--- config.mk ---
export PLATFORM = sky130hd
export DESIGN_NAME = pivot_partition_worker_store
export DESIGN_NICKNAME = d
export VERILOG_FILES = /design/src/hdl/ppw_pkg.sv /design/src/hdl/ppw_front.sv /design/src/hdl/ppw_mod.sv /design/src/hdl/ppw_back.sv /design/src/hdl/pivot_partition_worker_store.sv
export SDC_FILE = /design/constraint.sdc
export NUM_CORES = 2
export LEC_CHECK = 0
export CORE_ASPECT_RATIO = 0.5
export CORE_MARGIN = 5
export CORE_UTILIZATION = 56
export DETAILED_ROUTE_END_ITERATION = 10
export DONT_BUFFER_PORTS = 1
export PLACE_DENSITY_LB_ADDON = 0.2
export SLEW_MARGIN = 30
export SYNTH_ARGS = -nofsm -noshare
export SYNTH_HDL_FRONTEND = slang
export SYNTH_SLANG_ARGS = --single-unit
--- constraint.sdc ---
create_clock -name clk_i -period 7.98 [get_ports clk_i]
set_input_delay 1.596 -clock clk_i [delete_from_list [all_inputs] [get_ports clk_i]]
set_output_delay 1.596 -clock clk_i [all_outputs]
set_load 0.05 [all_outputs]
--- src/hdl/ppw_pkg.sv ---
// Shared constants and types for the pivot partition worker store.
// Every module of the block imports this package. It has no dependencies.
package ppw_pkg;

  localparam int STORE_DEPTH = 64;
  localparam int IDX_W       = $clog2(STORE_DEPTH);
  localparam int CNT_W       = $clog2(STORE_DEPTH + 1);
  localparam int WORD_W      = 32;
  localparam int FUNC_W      = 3;
  localparam int DRAW_W      = 16;
  localparam int MOD_IT_W    = $clog2(DRAW_W);
  localparam int QUEUE_DEPTH = 2;
  localparam int QPTR_W      = $clog2(QUEUE_DEPTH);
  localparam int QCNT_W      = $clog2(QUEUE_DEPTH + 1);

  typedef enum logic [FUNC_W-1:0] {
    OP_LOAD         = 3'd0,
    OP_PICK         = 3'd1,
    OP_COUNT        = 3'd2,
    OP_DROP_SMALLER = 3'd3,
    OP_DROP_LARGER  = 3'd4
  } func_e;

  typedef struct packed {
    func_e                     op;
    logic signed [WORD_W-1:0]  operand;
    logic        [DRAW_W-1:0]  draw;
  } cmd_t;

  typedef struct packed {
    logic [CNT_W-1:0] count;
    logic             idle;
  } stat_t;

endpackage

--- src/hdl/ppw_front.sv ---
// Front end: accepts input beats, decodes the operation and queues commands.
// Depends on ppw_pkg. Unknown operation codes are accepted and discarded here.
module ppw_front import ppw_pkg::*; (
  input  logic                     clk_i,
  input  logic                     rst_ni,
  input  logic                     in_valid_i,
  output logic                     in_ready_o,
  input  logic [FUNC_W-1:0]        func_i,
  input  logic signed [WORD_W-1:0] operand_i,
  input  logic [DRAW_W-1:0]        random_draw_i,
  output logic                     cmd_valid_o,
  input  logic                     cmd_ready_i,
  output cmd_t                     cmd_o
);

  cmd_t              entry_q [QUEUE_DEPTH];
  logic [QPTR_W-1:0] wr_ptr_q, wr_ptr_d;
  logic [QPTR_W-1:0] rd_ptr_q, rd_ptr_d;
  logic [QCNT_W-1:0] fill_q, fill_d;
  logic              known;
  logic              push;
  logic              pop;
  cmd_t              new_cmd;

  always_comb begin
    new_cmd.operand = operand_i;
    new_cmd.draw    = random_draw_i;
    new_cmd.op      = OP_LOAD;
    known           = 1'b1;
    unique case (func_i)
      OP_LOAD:         new_cmd.op = OP_LOAD;
      OP_PICK:         new_cmd.op = OP_PICK;
      OP_COUNT:        new_cmd.op = OP_COUNT;
      OP_DROP_SMALLER: new_cmd.op = OP_DROP_SMALLER;
      OP_DROP_LARGER:  new_cmd.op = OP_DROP_LARGER;
      default:         known = 1'b0;
    endcase
  end

  assign in_ready_o  = (fill_q != QCNT_W'(QUEUE_DEPTH));
  assign cmd_valid_o = (fill_q != '0);
  assign cmd_o       = entry_q[rd_ptr_q];
  assign push        = in_valid_i & in_ready_o & known;
  assign pop         = cmd_valid_o & cmd_ready_i;

  always_comb begin
    wr_ptr_d = push ? wr_ptr_q + 1'b1 : wr_ptr_q;
    rd_ptr_d = pop ? rd_ptr_q + 1'b1 : rd_ptr_q;
    fill_d   = fill_q + QCNT_W'(push) - QCNT_W'(pop);
  end

  always_ff @(posedge clk_i or negedge rst_ni) begin
    if (!rst_ni) begin
      wr_ptr_q <= '0;
      rd_ptr_q <= '0;
      fill_q   <= '0;
    end else begin
      wr_ptr_q <= wr_ptr_d;
      rd_ptr_q <= rd_ptr_d;
      fill_q   <= fill_d;
    end
  end

  always_ff @(posedge clk_i) begin
    if (push) begin
      entry_q[wr_ptr_q] <= new_cmd;
    end
  end

endmodule

--- src/hdl/ppw_mod.sv ---
// Iterative restoring remainder unit, one dividend bit per cycle.
// Depends on ppw_pkg. The remainder is held until the next start.
module ppw_mod import ppw_pkg::*; (
  input  logic              clk_i,
  input  logic              rst_ni,
  input  logic              start_i,
  input  logic [DRAW_W-1:0] dividend_i,
  input  logic [CNT_W-1:0]  divisor_i,
  output logic              done_o,
  output logic [CNT_W-1:0]  rem_o
);

  logic                busy_q;
  logic                done_q;
  logic [MOD_IT_W-1:0] it_q;
  logic [DRAW_W-1:0]   shift_q;
  logic [CNT_W-1:0]    div_q;
  logic [CNT_W-1:0]    rem_q, rem_d;
  logic [CNT_W:0]      trial;

  always_comb begin
    trial = {rem_q, shift_q[DRAW_W-1]};
    if (trial >= {1'b0, div_q}) begin
      rem_d = CNT_W'(trial - {1'b0, div_q});
    end else begin
      rem_d = trial[CNT_W-1:0];
    end
  end

  always_ff @(posedge clk_i or negedge rst_ni) begin
    if (!rst_ni) begin
      busy_q  <= 1'b0;
      done_q  <= 1'b0;
      it_q    <= '0;
      shift_q <= '0;
      div_q   <= '0;
      rem_q   <= '0;
    end else begin
      done_q <= !start_i && busy_q && (it_q == MOD_IT_W'(DRAW_W - 1));
      if (start_i) begin
        busy_q  <= 1'b1;
        it_q    <= '0;
        shift_q <= dividend_i;
        div_q   <= divisor_i;
        rem_q   <= '0;
      end else if (busy_q) begin
        rem_q   <= rem_d;
        shift_q <= {shift_q[DRAW_W-2:0], 1'b0};
        it_q    <= it_q + 1'b1;
        if (it_q == MOD_IT_W'(DRAW_W - 1)) begin
          busy_q <= 1'b0;
        end
      end
    end
  end

  assign done_o = done_q;
  assign rem_o  = rem_q;

endmodule

--- src/hdl/ppw_back.sv ---
// Back end: element store, sweep sequencer for count and compaction, and the
// reply register. Depends on ppw_pkg and instantiates ppw_mod for picks.
module ppw_back import ppw_pkg::*; (
  input  logic                     clk_i,
  input  logic                     rst_ni,
  input  logic                     cmd_valid_i,
  output logic                     cmd_ready_o,
  input  cmd_t                     cmd_i,
  output logic                     reply_valid_o,
  input  logic                     reply_ready_i,
  output logic signed [WORD_W-1:0] reply_value_o,
  output logic                     reply_kind_o,
  output stat_t                    stat_o
);

  typedef enum logic [2:0] {
    ST_IDLE,
    ST_MOD,
    ST_PICK_RD,
    ST_SCAN,
    ST_REPLY
  } st_e;

  st_e                      state_q;
  func_e                    op_q;
  logic [CNT_W-1:0]         count_q;
  logic signed [WORD_W-1:0] pivot_q;
  logic [CNT_W-1:0]         rd_idx_q;
  logic [CNT_W-1:0]         acc_q;
  logic                     chk_q;
  logic signed [WORD_W-1:0] res_value_q;
  logic                     res_kind_q;
  logic                     reply_valid_q;
  logic signed [WORD_W-1:0] reply_value_q;
  logic                     reply_kind_q;

  logic signed [WORD_W-1:0] mem_q [STORE_DEPTH];
  logic signed [WORD_W-1:0] rdata_q;

  logic                     take;
  logic                     mod_start;
  logic                     mod_done;
  logic [CNT_W-1:0]         mod_rem;
  logic                     hit;
  logic                     issue;
  logic                     scan_done;
  logic                     out_free;
  logic                     we;
  logic [IDX_W-1:0]         waddr;
  logic [IDX_W-1:0]         raddr;
  logic signed [WORD_W-1:0] wdata;

  ppw_mod u_mod (
    .clk_i      (clk_i),
    .rst_ni     (rst_ni),
    .start_i    (mod_start),
    .dividend_i (cmd_i.draw),
    .divisor_i  (count_q),
    .done_o     (mod_done),
    .rem_o      (mod_rem)
  );

  always_comb begin
    cmd_ready_o = (state_q == ST_IDLE);
    take        = cmd_valid_i & cmd_ready_o;
    mod_start   = take && (cmd_i.op == OP_PICK) && (count_q != '0);
    out_free    = !reply_valid_q || reply_ready_i;
    issue       = (state_q == ST_SCAN) && (rd_idx_q < count_q);
    scan_done   = (state_q == ST_SCAN) && !issue && !chk_q;
    raddr       = (state_q == ST_SCAN) ? rd_idx_q[IDX_W-1:0] : mod_rem[IDX_W-1:0];

    unique case (op_q)
      OP_COUNT:        hit = (rdata_q > pivot_q);
      OP_DROP_SMALLER: hit = !(rdata_q < pivot_q);
      OP_DROP_LARGER:  hit = !(rdata_q > pivot_q);
      default:         hit = 1'b0;
    endcase

    we    = 1'b0;
    waddr = count_q[IDX_W-1:0];
    wdata = cmd_i.operand;
    if (take && (cmd_i.op == OP_LOAD) && (count_q < CNT_W'(STORE_DEPTH))) begin
      we = 1'b1;
    end else if ((state_q == ST_SCAN) && chk_q && hit && (op_q != OP_COUNT)) begin
      we    = 1'b1;
      waddr = acc_q[IDX_W-1:0];
      wdata = rdata_q;
    end
  end

  always_ff @(posedge clk_i) begin
    if (we) begin
      mem_q[waddr] <= wdata;
    end
    rdata_q <= mem_q[raddr];
  end

  always_ff @(posedge clk_i or negedge rst_ni) begin
    if (!rst_ni) begin
      state_q       <= ST_IDLE;
      op_q          <= OP_LOAD;
      count_q       <= '0;
      pivot_q       <= '0;
      rd_idx_q      <= '0;
      acc_q         <= '0;
      chk_q         <= 1'b0;
      res_value_q   <= '0;
      res_kind_q    <= 1'b0;
      reply_valid_q <= 1'b0;
      reply_value_q <= '0;
      reply_kind_q  <= 1'b0;
    end else begin
      if (reply_valid_q && reply_ready_i && (state_q != ST_REPLY)) begin
        reply_valid_q <= 1'b0;
      end
      unique case (state_q)
        ST_IDLE: begin
          chk_q    <= 1'b0;
          rd_idx_q <= '0;
          acc_q    <= '0;
          if (take) begin
            op_q <= cmd_i.op;
            unique case (cmd_i.op)
              OP_LOAD: begin
                if (count_q < CNT_W'(STORE_DEPTH)) begin
                  count_q <= count_q + 1'b1;
                end
              end
              OP_PICK: begin
                if (count_q == '0) begin
                  res_value_q <= '1;
                  res_kind_q  <= 1'b0;
                  state_q     <= ST_REPLY;
                end else begin
                  state_q <= ST_MOD;
                end
              end
              OP_COUNT: begin
                pivot_q <= cmd_i.operand;
                state_q <= ST_SCAN;
              end
              OP_DROP_SMALLER, OP_DROP_LARGER: begin
                state_q <= ST_SCAN;
              end
              default: state_q <= ST_IDLE;
            endcase
          end
        end
        ST_MOD: begin
          if (mod_done) begin
            state_q <= ST_PICK_RD;
          end
        end
        ST_PICK_RD: begin
          res_value_q <= rdata_q;
          res_kind_q  <= 1'b0;
          state_q     <= ST_REPLY;
        end
        ST_SCAN: begin
          chk_q <= issue;
          if (issue) begin
            rd_idx_q <= rd_idx_q + 1'b1;
          end
          if (chk_q && hit) begin
            acc_q <= acc_q + 1'b1;
          end
          if (scan_done) begin
            if (op_q == OP_COUNT) begin
              res_value_q <= $signed({{(WORD_W - CNT_W){1'b0}}, acc_q});
              res_kind_q  <= 1'b1;
              state_q     <= ST_REPLY;
            end else begin
              count_q <= acc_q;
              state_q <= ST_IDLE;
            end
          end
        end
        ST_REPLY: begin
          if (out_free) begin
            reply_valid_q <= 1'b1;
            reply_value_q <= res_value_q;
            reply_kind_q  <= res_kind_q;
            state_q       <= ST_IDLE;
          end
        end
        default: state_q <= ST_IDLE;
      endcase
    end
  end

  assign reply_valid_o = reply_valid_q;
  assign reply_value_o = reply_value_q;
  assign reply_kind_o  = reply_kind_q;
  assign stat_o.count  = count_q;
  assign stat_o.idle   = (state_q == ST_IDLE);

endmodule

--- src/hdl/pivot_partition_worker_store.sv ---
// Worker side of distributed median selection: holds up to 64 signed words and a pivot.
// A load is written straight into the store by the back end. A pick goes through the
// 16-step remainder unit and then the registered store read. A count or a drop sweeps
// each stored word once through the single read port of the store. A two-entry command
// queue separates the input side from the back end, and the reply register lets the next
// command start while a reply is still waiting. Depends on ppw_pkg, ppw_front, ppw_mod
// and ppw_back.
module pivot_partition_worker_store import ppw_pkg::*; (
  input  logic                     clk_i,
  input  logic                     rst_ni,
  input  logic                     in_valid_i,
  output logic                     in_ready_o,
  input  logic [FUNC_W-1:0]        func_i,
  input  logic signed [WORD_W-1:0] operand_i,
  input  logic [DRAW_W-1:0]        random_draw_i,
  output logic                     reply_valid_o,
  input  logic                     reply_ready_i,
  output logic signed [WORD_W-1:0] reply_value_o,
  output logic                     reply_kind_o
);

  logic  cmd_valid;
  logic  cmd_ready;
  cmd_t  cmd;
  stat_t stat;

  ppw_front u_front (
    .clk_i         (clk_i),
    .rst_ni        (rst_ni),
    .in_valid_i    (in_valid_i),
    .in_ready_o    (in_ready_o),
    .func_i        (func_i),
    .operand_i     (operand_i),
    .random_draw_i (random_draw_i),
    .cmd_valid_o   (cmd_valid),
    .cmd_ready_i   (cmd_ready),
    .cmd_o         (cmd)
  );

  ppw_back u_back (
    .clk_i         (clk_i),
    .rst_ni        (rst_ni),
    .cmd_valid_i   (cmd_valid),
    .cmd_ready_o   (cmd_ready),
    .cmd_i         (cmd),
    .reply_valid_o (reply_valid_o),
    .reply_ready_i (reply_ready_i),
    .reply_value_o (reply_value_o),
    .reply_kind_o  (reply_kind_o),
    .stat_o        (stat)
  );

`ifndef ASSERT_OFF
  a_count_bound: assert property (@(posedge clk_i) disable iff (!rst_ni)
    stat.count <= CNT_W'(STORE_DEPTH))
    else $error("Element count exceeds the store depth.");

  a_count_reply_range: assert property (@(posedge clk_i) disable iff (!rst_ni)
    reply_valid_o && reply_kind_o |->
      (reply_value_o >= 0) && (reply_value_o <= WORD_W'(STORE_DEPTH)))
    else $error("Count reply lies outside the possible range.");

  a_full_queue_offers: assert property (@(posedge clk_i) disable iff (!rst_ni)
    !in_ready_o |-> cmd_valid && !stat.idle || cmd_valid)
    else $error("Input stalled while the command queue is empty.");
`endif

endmodule
==> flow_summary.ini <==
[run_status]
outcome = completed

[synth]
synth_area_leaders = edfxtp_1, mux4_2, dfrtp_1
synth_top_area_share = 0.6984
ys_seq_elements = 2349
synth_top_area_cell = edfxtp_1
netlist_area_sq_um = 92450
synthCells = 4795
ys_seq_area_frac = 0.7505
ys.flop_type = edfxtp_1
synth_edf_count = 2150
avgSynthCellArea_sq_um = 19.28
synthArstFlopShare = 0.07109
syn-num-nets = 4903
synth.distinct_cells = 68
yosysWarnings = 0

[layout]
finish.instance_area_sq_um = 102800
nets = 5026
fin_util = 0.6265
final_common_cell = edfxtp_1
stdcell_count = 7268
layout_common_cells = edfxtp_1, nand2_1, mux4_2
syn2layout_area_growth_pct = 11.19
drive_above_1_share = 0.2328

[clock_tree]
numCtsBuffers = 205
postCtsHoldBufs = 0
cts_tree = built
clock_latency_ns = 0.83
cts_num_sinks = 2349
cts.clk_slew.worst_paths_ns = 0.07
htreeDepth = 4
cts_buffer_depth = 4
cts_root_buf = clkbuf_16
cts.repair.resized = 0
cts_post_setup_buffers_inserted = 0

[power_and_ir_drop]
p_per_area_nw_per_um2 = 366.7
ir_worst_vdd_mv = 0.3593
power.leakage_nw = 33.56

[timing]
hold_violations = 0
fmax_ghz = 0.1735
worstMarginPinSlew_ns = 1.221
rsz0062_at_grt = no
fin_skew_ns = 0.03921
drv_slew = 0
slew_headroom = 0.1861
finalSetupViolCount = 0
period_share = 0.7224
tns_ns = 0
min_period_ns = 5.765
whs_ns = 0.4619

[setup_path]
r2r-start = u_back.state_q[2]
r2r_end = u_back.rdata_q[16]
path_max_fanout = 30
crit_path_end_kind = register
critPathLaunchType = register
r2r_setup_slack_ns = 2.22
crit_type = reg -> reg
required_ns = 8.54
reg2reg_depth = 9
arrival_ns = 6.33

[placed_design]
hpwl_um = 135900
port_buffers = 0
placed_area_sq_um = 96450
place_congestion = 0.9211
placedCellCount = 6900

[detailed_routing]
drc = 0
wl_um = 238100
wl_per_cell_um = 32.75
postRouteAntennaNets = 0
via_per_inst = 6.644
vias = 48290
drt_iter0_markers = 6921
first_pass_iters = 6

[floorplanning]
die_w_um = 584.6
die_h_um = 297.3
initial_core_util = 0.5634
rows = 105
die_area_sq_um = 173800
design.core.area_sq_um = 164100
io_pins = 90

[min_path]
min_path_type = in -> async

[global_routing]
grt_pass1_vias = 47920
grtUsageMet3 = 0.07890
grt.busiest_layer = met1
met1_usage = 0.4247
use_met2 = 0.3942
grtUsageTotal = 0.2737
grt_antenna_before_repair = 10
grt_pass1_wl_um = 344000
grt_max_degree = 168
grt_overflow = 0

[job]
max_cap_viol_count = 0
how the worst max path moves through the flow:
| stage | from | to | depth (start not counted) |
|---|---|---|---|
| detailed placement | u_back.state_q[2] | u_back.rdata_q[16] | 10 |
| global placement | u_back.state_q[2] | u_back.rdata_q[12] | 9 |
| floorplan | u_back.pivot_q[7] | u_back.mem_q[11][0] | 11 |
| finish | u_back.state_q[2] | u_back.rdata_q[16] | 9 |
| CTS | u_back.state_q[2] | u_back.rdata_q[16] | 10 |
| global route | u_back.state_q[1] | u_back.rdata_q[16] | 10 |
layout make-up:
type	instances	area (sq um)
Fill cell	11040	61300
Inverter	90	337.8
Timing Repair Buffer	173	1523
Tap cell	2193	2744
Clock inverter	108	918.4
Multi-Input combinational cell	2099	22520
Clock buffer	255	5368
Antenna cell	1	2.502
Sequential cell	2349	69380
registers in the layout (all words and copies together), names as in the netlist, 2 cells and up:
register / count
u_back.u_mod.rem_o: 7
u_back.rd_idx_q: 7
u_back.res_value_q: 32
u_front.entry_q: 102
u_back.mem_q: 2048
u_back.rdata_q: 32
u_back.u_mod.shift_q: 16
u_back.op_q: 3
u_back.u_mod.div_q: 7
u_back.state_q: 3
u_back.pivot_q: 32
u_back.reply_value_o: 32
u_front.fill_q: 2
u_back.count_q: 7
u_back.u_mod.it_q: 4
u_back.acc_q: 7
kinds of logic (layout without fill, tap and decap cells):
logic type      Yosys count  in the layout  share of synthesized area
other cells               0              1                          0
buf+inv                 347            626                    0.01493
simple gates            769            769                    0.03543
xor+xnor                 12             12                   0.001137
fa+ha+maj                53             53                   0.007254
compound gates          419            419                    0.02804
flops                  2349           2349                     0.7505
mux                     846            846                     0.1627
metrics by stage:
step	worst slack (ns)	total power, mW
3_3_place_gp	2.231	27.93
2_1_floorplan	1.933	23.52
5_1_grt	1.946	39.18
3_5_place_dp	2.366	28.19
4_1_cts	2.376	37.64
6_report	2.215	37.69
report_power, final:
| group | internal [mW] | switching, mW | leakage, nW |
|---|---|---|---|
| clock | 5.22 | 4.34 | 3.06 |
| sequential | 15.1 | 0.648 | 21.5 |
| combinational | 4.43 | 7.94 | 8.96 |
cell usage after synthesis, types with 4 or more instances:
master,instances
a31oi_1,9
o221ai_1,32
buf_1,39
nor3_1,16
nor2_1,50
o41ai_1,6
and3_1,5
buf_2,62
or3_1,6
nor2b_1,24
o31ai_1,4
nand3_1,84
nand2b_1,7
mux4_2,512
nand4_1,12
nor4_1,4
a32oi_1,32
edfxtp_1,2150
mux2_2,134
a21o_1,15
inv_1,89
clkbuf_1,156
o21ai_0,158
dfrtp_1,167
o211ai_1,7
a211oi_1,22
dfxtp_1,32
a21oi_1,104
xnor2_1,9
mux2i_1,200
nand2_1,536
ha_1,52
worst max-delay path, stage by stage (launching register included):
cell	delay, ns
dfrtp_1	0.49
nor3_4	0.79
mux2i_4	0.88
buf_4	0.47
buf_4	0.59
mux4_2	0.60
mux2i_1	0.21
mux2i_1	0.11
a32oi_1	0.77
o221ai_1	0.51
per-layer routing:
| layer | share of wire | up-vias |
|---|---|---|
| met1 | 0.40 | 25380 |
| met5 | 0 | - |
| met3 | 0.14 | 329 |
| li1 | - | 19490 |
| met2 | 0.44 | 3089 |
| met4 | 0.019 | 0 |
No activity file was read; power rests on OpenSTA's default activity.
